**src/rtl/dstof_pkg.sv**
```systemverilog
// dstof_pkg: shared constants for the two-way ranging time-of-flight block
// no dependencies; imported by every module under rtl

package dstof_pkg;

	// default radio timestamp width used by the datapath
	localparam int STAMP_BITS_DEF = 32;

	// fixed widths of the ports
	localparam int STAMP_IN_BITS = 32;
	localparam int TOF_BITS      = 33;
	localparam int TOF_MAG_BITS  = 32;

	// entries in the queue between the front and the back
	localparam int QUEUE_DEPTH = 4;

	// number of timestamps in one ranging exchange
	localparam int NUM_STAMPS = 6;

	// order of the timestamps in the front's stamp array
	localparam int ST_POLL_TX  = 0;
	localparam int ST_RESP_RX  = 1;
	localparam int ST_FINAL_TX = 2;
	localparam int ST_POLL_RX  = 3;
	localparam int ST_RESP_TX  = 4;
	localparam int ST_FINAL_RX = 5;

endpackage

```
**src/rtl/dstof_queue.sv**
```systemverilog
// dstof_queue: small register fifo between the front and the back
// depends on dstof_pkg for its default depth

module dstof_queue #(
	parameter int WIDTH = 8,
	parameter int DEPTH = dstof_pkg::QUEUE_DEPTH
) (
	input  logic             clk,
	input  logic             arst_n,
	input  logic             push,
	input  logic [WIDTH-1:0] push_word,
	output logic             full,
	input  logic             pop,
	output logic             nonempty,
	output logic [WIDTH-1:0] pop_word
);
	import dstof_pkg::*;

	localparam int PW = (DEPTH > 1) ? $clog2(DEPTH) : 1;
	localparam int CW = $clog2(DEPTH + 1);

	logic [WIDTH-1:0] mem_q [DEPTH];
	logic [PW-1:0]    wr_ptr_q, rd_ptr_q;
	logic [CW-1:0]    count_q;
	logic             do_push, do_pop;

	assign do_push  = push && !full;
	assign do_pop   = pop && nonempty;
	assign full     = (count_q == CW'(DEPTH));
	assign nonempty = (count_q != '0);
	assign pop_word = mem_q[rd_ptr_q];

	always_ff @(posedge clk or negedge arst_n) begin
		if (!arst_n) begin
			wr_ptr_q <= '0;
			rd_ptr_q <= '0;
			count_q  <= '0;
		end else begin
			if (do_push) begin
				wr_ptr_q <= (wr_ptr_q == PW'(DEPTH - 1)) ? '0 : wr_ptr_q + 1'b1;
			end
			if (do_pop) begin
				rd_ptr_q <= (rd_ptr_q == PW'(DEPTH - 1)) ? '0 : rd_ptr_q + 1'b1;
			end
			if (do_push && !do_pop) begin
				count_q <= count_q + 1'b1;
			end else if (do_pop && !do_push) begin
				count_q <= count_q - 1'b1;
			end
		end
	end

	always_ff @(posedge clk) begin
		if (do_push) begin
			mem_q[wr_ptr_q] <= push_word;
		end
	end

endmodule

```
**config.mk**
```make
export PLATFORM = sky130hd
export DESIGN_NAME = dstof_queue
export DESIGN_NICKNAME = d
export VERILOG_FILES = /design/src/rtl/dstof_pkg.sv /design/src/rtl/dstof_queue.sv
export SDC_FILE = /design/constraint.sdc
export NUM_CORES = 1
export LEC_CHECK = 0
export BUFFER_PORTS_ARGS = -buffer_cell sky130_fd_sc_hd__buf_4
export CAP_MARGIN = 20
export CORE_UTILIZATION = 38
export DETAILED_ROUTE_END_ITERATION = 10
export SLEW_MARGIN = 20
export SYNTH_ARGS = -nofsm -noshare
export SYNTH_HDL_FRONTEND = slang
export SYNTH_SLANG_ARGS = --single-unit
```
**constraint.sdc**
```tcl
create_clock -name clk -period 3.63 [get_ports clk]
set_input_delay 0.726 -clock clk [delete_from_list [all_inputs] [get_ports clk]]
set_output_delay 0.726 -clock clk [all_outputs]
set_load 0.1 [all_outputs]
```
==> flow_summary.json <==
{
  "status": "finished, final reports clean",
  "synth.ff_latch_count": 39,
  "synthDominantCellAreaShare_pct": 59.7,
  "worst_clock_skew_ps": 4.41,
  "grt_pass1_wl_um": 3720,
  "n_antenna_cell": 0,
  "worst-setup-path-type": "reg -> out",
  "grt_pass1_vias": 792,
  "timing.max_cap.violations": 0,
  "synth-edff-count": 32,
  "clk_latency_ps": 290,
  "cp.arrival_ps": 1840,
  "synth.cell_area_mm2": 0.00161,
  "yosys.area.top_type": "sky130_fd_sc_hd__edfxtp_1",
  "cts.repair.resized": 0,
  "detailed_route_via_count": 748,
  "ranking_of_synthesized_cells_by_area": "sky130_fd_sc_hd__edfxtp_1 (60%), sky130_fd_sc_hd__mux4_2 (11%), sky130_fd_sc_hd__dfrtp_1 (11%), sky130_fd_sc_hd__ha_1 (4.7%), sky130_fd_sc_hd__mux2_2 (2.1%)",
  "cts-hold-fix-buffers": 0,
  "cts_max_level": 2,
  "slew_viol_final": 0,
  "syn_inst": 79,
  "path_max_fanout": 11,
  "synthesis.nets": 98,
  "post_route_cells_drive_above_1_share_pct": 43.4,
  "unrepaired_setup_endpoints_after_global_routing": "false",
  "yosysWarningCount": 0,
  "globalRouteTotalUtil_pct": 12.5,
  "syn_avg_cell_area_um2": 20.4,
  "largest_net_degree_at_the_start_of_global_routing": 14,
  "drt-total-wl_um": 2410,
  "asyncSetResetFlopFracSynth_pct": 17.9,
  "place.gp.congestion": 0.710,
  "maxClockFrequency_ghz": 0.389,
  "detail_route.vias_per_cell": 4.79,
  "row_count": 23,
  "antenna_found_initial": 0,
  "cts_made_buffers": 5,
  "start_util_pct": 39.9,
  "post-synth-top-count-cell": "sky130_fd_sc_hd__edfxtp_1",
  "timing.final.setup_violations": 0,
  "ctsLongestPathBuffers": 2,
  "areaGrowthSynthToFinish_pct": 20.1,
  "timing_worst_slew_pin_value_ps": 783,
  "synth.top_cells.by_count": "sky130_fd_sc_hd__edfxtp_1 (32), sky130_fd_sc_hd__mux4_2 (8), sky130_fd_sc_hd__dfrtp_1 (7), sky130_fd_sc_hd__ha_1 (6), sky130_fd_sc_hd__nor2_1 (4)",
  "fp.coreArea_mm2": 0.00403,
  "critPathLaunchType": "flop",
  "nets": 124,
  "finalHoldViolCount": 0,
  "setup-tns-final_ps": 0,
  "cts_root_buffer": "sky130_fd_sc_hd__clkbuf_8",
  "port_buffers": 21,
  "synth.lib_cells_used.distinct": 19,
  "min_period_ps": 2570,
  "relSlewSlack_pct": 47.6,
  "dp_hpwl_um": 1670,
  "layout.filler_cells": 353,
  "cts_tree": "built",
  "cp.required_ps": 2900,
  "worst_hold_path_type": "in -> async",
  "io_pins": 22,
  "final_antenna_net_count": 0,
  "cts_num_sinks": 39,
  "ys_dominant_reg_cell": "sky130_fd_sc_hd__edfxtp_1",
  "floorplan.die.height_um": 67.1,
  "layout_worst_path_cycle_share_pct": 70.8,
  "clk_pin_slew_worst_paths_ps": 70,
  "wire_per_inst_um": 15.5,
  "drtIter0Drc": 26,
  "drc_violation_count_after_routing": 0,
  "first_pass_iters": 4,
  "dieWidth_um": 67.1,
  "grt.overflow.total": 0,
  "die_outline_area_mm2": 0.00450,
  "worst_setup_path_end_kind": "primary output",
  "ff_latch_area_mm2": 0.00114,
  "post-cts-setup-buffers": 0,
  "share_of_the_yosys_chip_area_belonging_to_registers_pct": 70.6,
  "multiInputGateArea_um2": 453
}
-- cells in the final DEF (no fill, tap or decap), types with 2 or more instances in the layout --
cell type	count
sky130_fd_sc_hd__buf_4	21
sky130_fd_sc_hd__mux2_4	2
sky130_fd_sc_hd__clkbuf_8	5
sky130_fd_sc_hd__mux4_2	8
sky130_fd_sc_hd__xor2_1	2
sky130_fd_sc_hd__inv_1	3
sky130_fd_sc_hd__ha_1	6
sky130_fd_sc_hd__and2_1	3
sky130_fd_sc_hd__dfrtp_1	7
sky130_fd_sc_hd__edfxtp_1	32
sky130_fd_sc_hd__mux2_2	3
sky130_fd_sc_hd__nor2_1	4
-- area by class of cell --
| class | instances | area share, % |
|---|---|---|
| Clock buffer | 5 | 3.56 |
| Clock inverter | 3 | 2.27 |
| Inverter | 3 | 0.583 |
| Multi-Input combinational cell | 35 | 23.4 |
| Sequential cell | 39 | 58.8 |
| Tap cell | 50 | 3.24 |
| Timing Repair Buffer | 21 | 8.16 |
-- metrics by stage --
stage                     cells  area [um2]  setup slack, ps  hold slack, ps  util [%]
after floorplan              79        1610             1010             430         -
after global placement      148        1820             1340             480      45.2
after detailed placement    148        1820             1340             487      45.2
after CTS                   156        1930             1020             234      48.0
after global routing        156        1930              958             232      48.0
final                       156        1930             1060             240      48.0
-- state kept, by name, indices dropped and copies added (netlist names) --
name      cells
mem_q        32
count_q       3
rd_ptr_q      2
wr_ptr_q      2
-- cells by family (layout without fill, tap and decap cells) --
group                    after synthesis  in the layout  synth area share [%]
XOR/XNOR                               3              3                  1.63
buffers and inverters                  5             32                  1.24
multiplexers                          13             13                  15.2
adder cells (fa/ha/maj)                7              7                  5.91
AND/OR/NAND/NOR                       12             12                  5.44
flip-flops                            39             39                  70.6
-- layer usage --
layer	vias up	part of all wire (%)	GRT usage [%]
met3	4	3.9	4.11
met1	375	41	14.0
met5	-	0	0
met4	0	1.7	7.18
li1	354	-	-
met2	15	53	20.5
-- critical path: stages, from the launching register on --
cell and delay, ps:
sky130_fd_sc_hd__dfrtp_1 730, sky130_fd_sc_hd__mux4_2 580, sky130_fd_sc_hd__buf_4 250
-- final timing paths --
path	end	depth (start not counted)	slack (ps)	startpoint
worst max-delay path	pop_word[5]	2	1060	rd_ptr_q[0]$_DFFE_PN0P_
worst min-delay path	rd_ptr_q[0]$_DFFE_PN0P_	1	240	arst_n
worst max register to register	count_q[2]$_DFFE_PN0P_	8	1520	count_q[0]$_DFFE_PN0P_
worst min register to register	count_q[2]$_DFFE_PN0P_	1	510	count_q[2]$_DFFE_PN0P_
max in group asynchronous	rd_ptr_q[1]$_DFFE_PN0P_	1	3270	arst_n
min in group clk	count_q[2]$_DFFE_PN0P_	1	510	count_q[2]$_DFFE_PN0P_
Power is left out: the tool's default activity adds up to more than one toggle a clock period on the data nets, which glitch-free logic cannot reach.
