**config.mk**
```make
export PLATFORM = sky130hd
export DESIGN_NAME = dstof_front
export DESIGN_NICKNAME = d
export VERILOG_FILES = /design/src/rtl/dstof_pkg.sv /design/src/rtl/dstof_front.sv
export SDC_FILE = /design/constraint.sdc
export NUM_CORES = 1
export LEC_CHECK = 0
export BUFFER_PORTS_ARGS = -buffer_cell sky130_fd_sc_hd__buf_2
export CAP_MARGIN = 20
export CORE_ASPECT_RATIO = 0.6
export CORE_MARGIN = 2
export CORE_UTILIZATION = 31
export DETAILED_ROUTE_END_ITERATION = 10
export PLACE_DENSITY_LB_ADDON = 0.15
export SLEW_MARGIN = 20
export SYNTH_ARGS = -nofsm -noshare
export SYNTH_HDL_FRONTEND = slang
export SYNTH_SLANG_ARGS = --single-unit
```
**constraint.sdc**
```tcl
create_clock -name vclk -period 9.4
set_clock_uncertainty 0.1 [all_clocks]
set_input_delay 0.47 -clock vclk [all_inputs]
set_output_delay 0.47 -clock vclk [all_outputs]
set_load 0.05 [all_outputs]
```
**src/rtl/dstof_pkg.sv**
```systemverilog
// dstof_pkg: shared constants for the two-way ranging time-of-flight block
// no dependencies; imported by every module under rtl

package dstof_pkg;

	// default radio timestamp width used by the datapath
	localparam int STAMP_BITS_DEF = 32;

	// fixed widths of the ports
	localparam int STAMP_IN_BITS = 32;
	localparam int TOF_BITS      = 33;
	localparam int TOF_MAG_BITS  = 32;

	// entries in the queue between the front and the back
	localparam int QUEUE_DEPTH = 4;

	// number of timestamps in one ranging exchange
	localparam int NUM_STAMPS = 6;

	// order of the timestamps in the front's stamp array
	localparam int ST_POLL_TX  = 0;
	localparam int ST_RESP_RX  = 1;
	localparam int ST_FINAL_TX = 2;
	localparam int ST_POLL_RX  = 3;
	localparam int ST_RESP_TX  = 4;
	localparam int ST_FINAL_RX = 5;

endpackage

```
**src/rtl/dstof_front.sv**
```systemverilog
// dstof_front: reduces the six timestamps to the four reply/round intervals
// and their sum, packs them into one queue word; depends on dstof_pkg

module dstof_front #(
	parameter int STAMP_BITS = dstof_pkg::STAMP_BITS_DEF
) (
	input  logic [dstof_pkg::STAMP_IN_BITS-1:0] init_poll_tx,
	input  logic [dstof_pkg::STAMP_IN_BITS-1:0] init_resp_rx,
	input  logic [dstof_pkg::STAMP_IN_BITS-1:0] init_final_tx,
	input  logic [dstof_pkg::STAMP_IN_BITS-1:0] resp_poll_rx,
	input  logic [dstof_pkg::STAMP_IN_BITS-1:0] resp_resp_tx,
	input  logic [dstof_pkg::STAMP_IN_BITS-1:0] resp_final_rx,
	output logic [5*STAMP_BITS+2:0]            word
);
	import dstof_pkg::*;

	localparam int SB = STAMP_BITS;
	localparam int EW = STAMP_BITS + STAMP_IN_BITS;

	logic [STAMP_IN_BITS-1:0] stamp_raw [NUM_STAMPS];
	logic [SB-1:0]            stamp [NUM_STAMPS];
	logic [SB-1:0]            ra, rb, da, db;
	logic [SB+1:0]            sum;
	logic                     zero;

	assign stamp_raw[ST_POLL_TX]  = init_poll_tx;
	assign stamp_raw[ST_RESP_RX]  = init_resp_rx;
	assign stamp_raw[ST_FINAL_TX] = init_final_tx;
	assign stamp_raw[ST_POLL_RX]  = resp_poll_rx;
	assign stamp_raw[ST_RESP_TX]  = resp_resp_tx;
	assign stamp_raw[ST_FINAL_RX] = resp_final_rx;

	// fit each timestamp to the counter width: zero-extend or drop high bits
	always_comb begin
		logic [EW-1:0] ext;
		for (int i = 0; i < NUM_STAMPS; i++) begin
			ext      = EW'(stamp_raw[i]);
			stamp[i] = ext[SB-1:0];
		end
	end

	// intervals wrap modulo the counter width
	always_comb begin
		ra   = stamp[ST_RESP_RX]  - stamp[ST_POLL_TX];
		rb   = stamp[ST_FINAL_RX] - stamp[ST_RESP_TX];
		da   = stamp[ST_FINAL_TX] - stamp[ST_RESP_RX];
		db   = stamp[ST_RESP_TX]  - stamp[ST_POLL_RX];
		sum  = {2'b00, ra} + {2'b00, rb} + {2'b00, da} + {2'b00, db};
		zero = (sum == '0);
		word = {zero, sum, db, da, rb, ra};
	end

endmodule

```
==> metrics.md <==
| Metric | Value |
|---|---|
| Outcome | completed |
| Syn-to-layout area delta | 22.04% |
| Final setup fails | 0 |
| Min-delay worst type | in2out |
| Row Count | 51 |
| Pin count of the biggest net entering global routing | 10 |
| Die height | 143.6 microns |
| WP buf/inv | 6 |
| Hold Startpoint | init_resp_rx[0] |
| Worst Path Required | 8.83 ns |
| Post-Synth XOR/XNOR Area | 0.1245 |
| Ys Warns | 0 |
| Starting Density | 0.3125 |
| Post-Synth Simple-Gate Area | 0.1478 |
| First-pass GRT wire length | 58220 microns |
| Synth Cell Area | 10070 sq um |
| Placed Instances | 2149 |
| Critical Path Slowest Stage Cell | fa_1 |
| FFs & Latches | 0 |
| Post-Synthesis Cells | 1387 |
| Post-Route WL | 39940 microns |
| Final nets | 2144 |
| Core ar. | 32220 sq um |
| GRT Overall Usage | 0.2211 |
| Final Critical Period | 8.324 ns |
| Vias in the first global route | 10090 |
| Avg Cell Area, Syn | 7.261 sq um |
| Post_cts resized | 0 |
| CP Launch Type | input pin |
| Worst hold endpoint | word[64] |
| Initial antenna violation count | 2 |
| CP Capture Type | primary output |
| Vias per cell | 5.008 |
| GPL Wtd Cong | 0.9493 |
| Worst EP arrival | 7.75 ns |
| Clk_buf instances | 0 |
| Post-synthesis mux area share | 0.002112 |
| Die width | 236.7 microns |
| Main combinational cell family by area after synthesis | adder cells |
| DIE AREA | 33990 sq um |
| Ports | 355 |
| Routed via count | 10770 |
| Maximum clock frequency | 120.1 MHz |
| Post-Synth Adder-Cell Area | 0.3302 |
| Slew margin rel. | 0.5745 |
| Syn_nets | 1804 |
| WL/cell | 18.57 microns |
| Min-Delay Path Depth | 4 |
| Antenna violation net count after detailed routing | 0 |
| Cell Count, Final, Fillers Out | 2151 |
| Most frequent CP cell | inv_1 |
| Initial DRC Count | 672 |
| DP HPWL | 36720 microns |
| Reg area | 0 sq um |
| Sum Neg Setup Slack | 0 ns |
| CP Class | in2out |
| RSZ-0062 raised after global routing | false |
| Dpl cell area | 12290 sq um |
| Cts hold-fix bufs | 0 |
| Post-CTS Setup Repair Bufs | 0 |
| # DRC | 0 |
| Synth Area in Compound Gates | 0.2799 |
| Share of cells above drive strength 1 | 0.2197 |
| CP peak stage delay | 0.61 ns |
| Synth cell types | 78 |
| Sequential area share after synthesis | 0 |
| 1st-pass router iterations | 5 |
| Max cap viols | 0 |
| Final Max Slew Viols | 0 |
| Hold_ws | 1.322 ns |
| Slew @ Worst Pin | 0.6328 ns |
| Final-report hold violation count | 0 |
| Design Area, Final | 12290 sq um |
| Final Cycle Share | 0.8856 |
| Crit Path Max Fanout | 8 |
| # port buffers | 355 |
| Grt ovf | 0 |
| Cell family with most CP delay | compound AO/OA/AOI/OAI gates |
-- logic make-up after synthesis --
group / Yosys count
AO/OA/AOI/OAI: 425
buffers and inverters: 302
AND/OR/NAND/NOR: 292
adder cells (fa/ha/maj): 225
XOR/XNOR: 141
multiplexers: 2
-- worst min-delay path, cell delays in order --
cell and delay, ns:
buf_2 0.09, ha_1 0.12, inv_1 0.06, buf_2 0.21
-- cell usage after synthesis, types with 12 or more instances --
master | number | area [sq um]
inv_1 | 285 | 1070
o21a_1 | 22 | 165.2
o21bai_1 | 23 | 172.7
fa_1 | 68 | 1361
xnor2_1 | 94 | 823.3
and3_1 | 15 | 93.84
nor3_1 | 23 | 115.1
o31ai_1 | 12 | 90.09
xor2_1 | 46 | 402.9
nand3_1 | 23 | 115.1
o21ai_0 | 67 | 335.3
nand2_1 | 69 | 259.0
nor2b_1 | 14 | 87.58
ha_1 | 157 | 1964
a21oi_1 | 125 | 625.6
a21o_1 | 69 | 518.0
a211oi_1 | 18 | 135.1
nand2b_1 | 28 | 175.2
a31oi_1 | 13 | 81.33
nor2_1 | 68 | 255.2
-- per-stage QoR --
step	worst slack (ns)	util
after floorplan	1.264	-
after global placement	1.178	0.3812
after detailed placement	1.055	0.3812
after CTS	1.051	0.3812
after global routing	0.5876	0.3814
final	1.076	0.3814
-- final cells by class --
cell class	instances	area, sq um
repair buffers	355	1777
diodes	2	5.005
well taps	424	530.5
inverters	285	1070
fillers	3439	19930
multi-input cells	1085	8909
-- metal layers --
| layer | GRT usage | part of all wire |
|---|---|---|
| met1 | 0.3532 | 0.54 |
| met2 | 0.3217 | 0.40 |
| met3 | 0.02247 | 0.046 |
| met4 | 0.02398 | 0.011 |
| met5 | 0 | 0 |
-- worst max path at each step --
| stage | slack (ns) | end | startpoint | cells after the start |
|---|---|---|---|---|
| final | 1.08 | word[162] | init_resp_rx[0] | 29 |
| after global routing | 0.59 | word[162] | init_resp_rx[0] | 29 |
| after CTS | 1.05 | word[162] | init_resp_rx[0] | 29 |
| after detailed placement | 1.06 | word[162] | init_resp_rx[0] | 29 |
| after global placement | 1.18 | word[162] | init_resp_rx[0] | 29 |
| after floorplan | 1.26 | word[162] | init_resp_rx[6] | 28 |
-- cell usage in the layout (no fill, tap or decap), types with 5 or more instances in the layout --
| master | netlist | routed |
|---|---|---|
| a21o_1 | 69 | 69 |
| ha_1 | 157 | 157 |
| or3_1 | 5 | 5 |
| o21ai_1 | 8 | 8 |
| fa_1 | 68 | 68 |
| o21a_1 | 22 | 22 |
| nor2_1 | 68 | 68 |
| o31ai_1 | 12 | 12 |
| a211oi_1 | 18 | 18 |
| nor3_1 | 23 | 23 |
| nand3_1 | 23 | 23 |
| o21ai_0 | 67 | 67 |
| a21boi_0 | 7 | 7 |
| inv_1 | 285 | 285 |
| nor2b_1 | 14 | 14 |
| o21bai_1 | 23 | 23 |
| xor2_1 | 46 | 46 |
| nand4_1 | 11 | 11 |
| o41a_1 | 5 | 5 |
| a21oi_1 | 125 | 125 |
| a31oi_1 | 13 | 13 |
| or4_1 | 8 | 8 |
| a211o_1 | 6 | 6 |
| and2_1 | 6 | 6 |
| o2111ai_1 | 5 | 5 |
| nand2_1 | 69 | 69 |
| nand2b_1 | 28 | 28 |
| and3_1 | 15 | 15 |
| buf_2 | 2 | 355 |
| xnor2_1 | 94 | 94 |
| o211ai_1 | 10 | 10 |
Power is not shown: default switching activity piles up to over one toggle a cycle in this logic, so the estimate is an artifact.
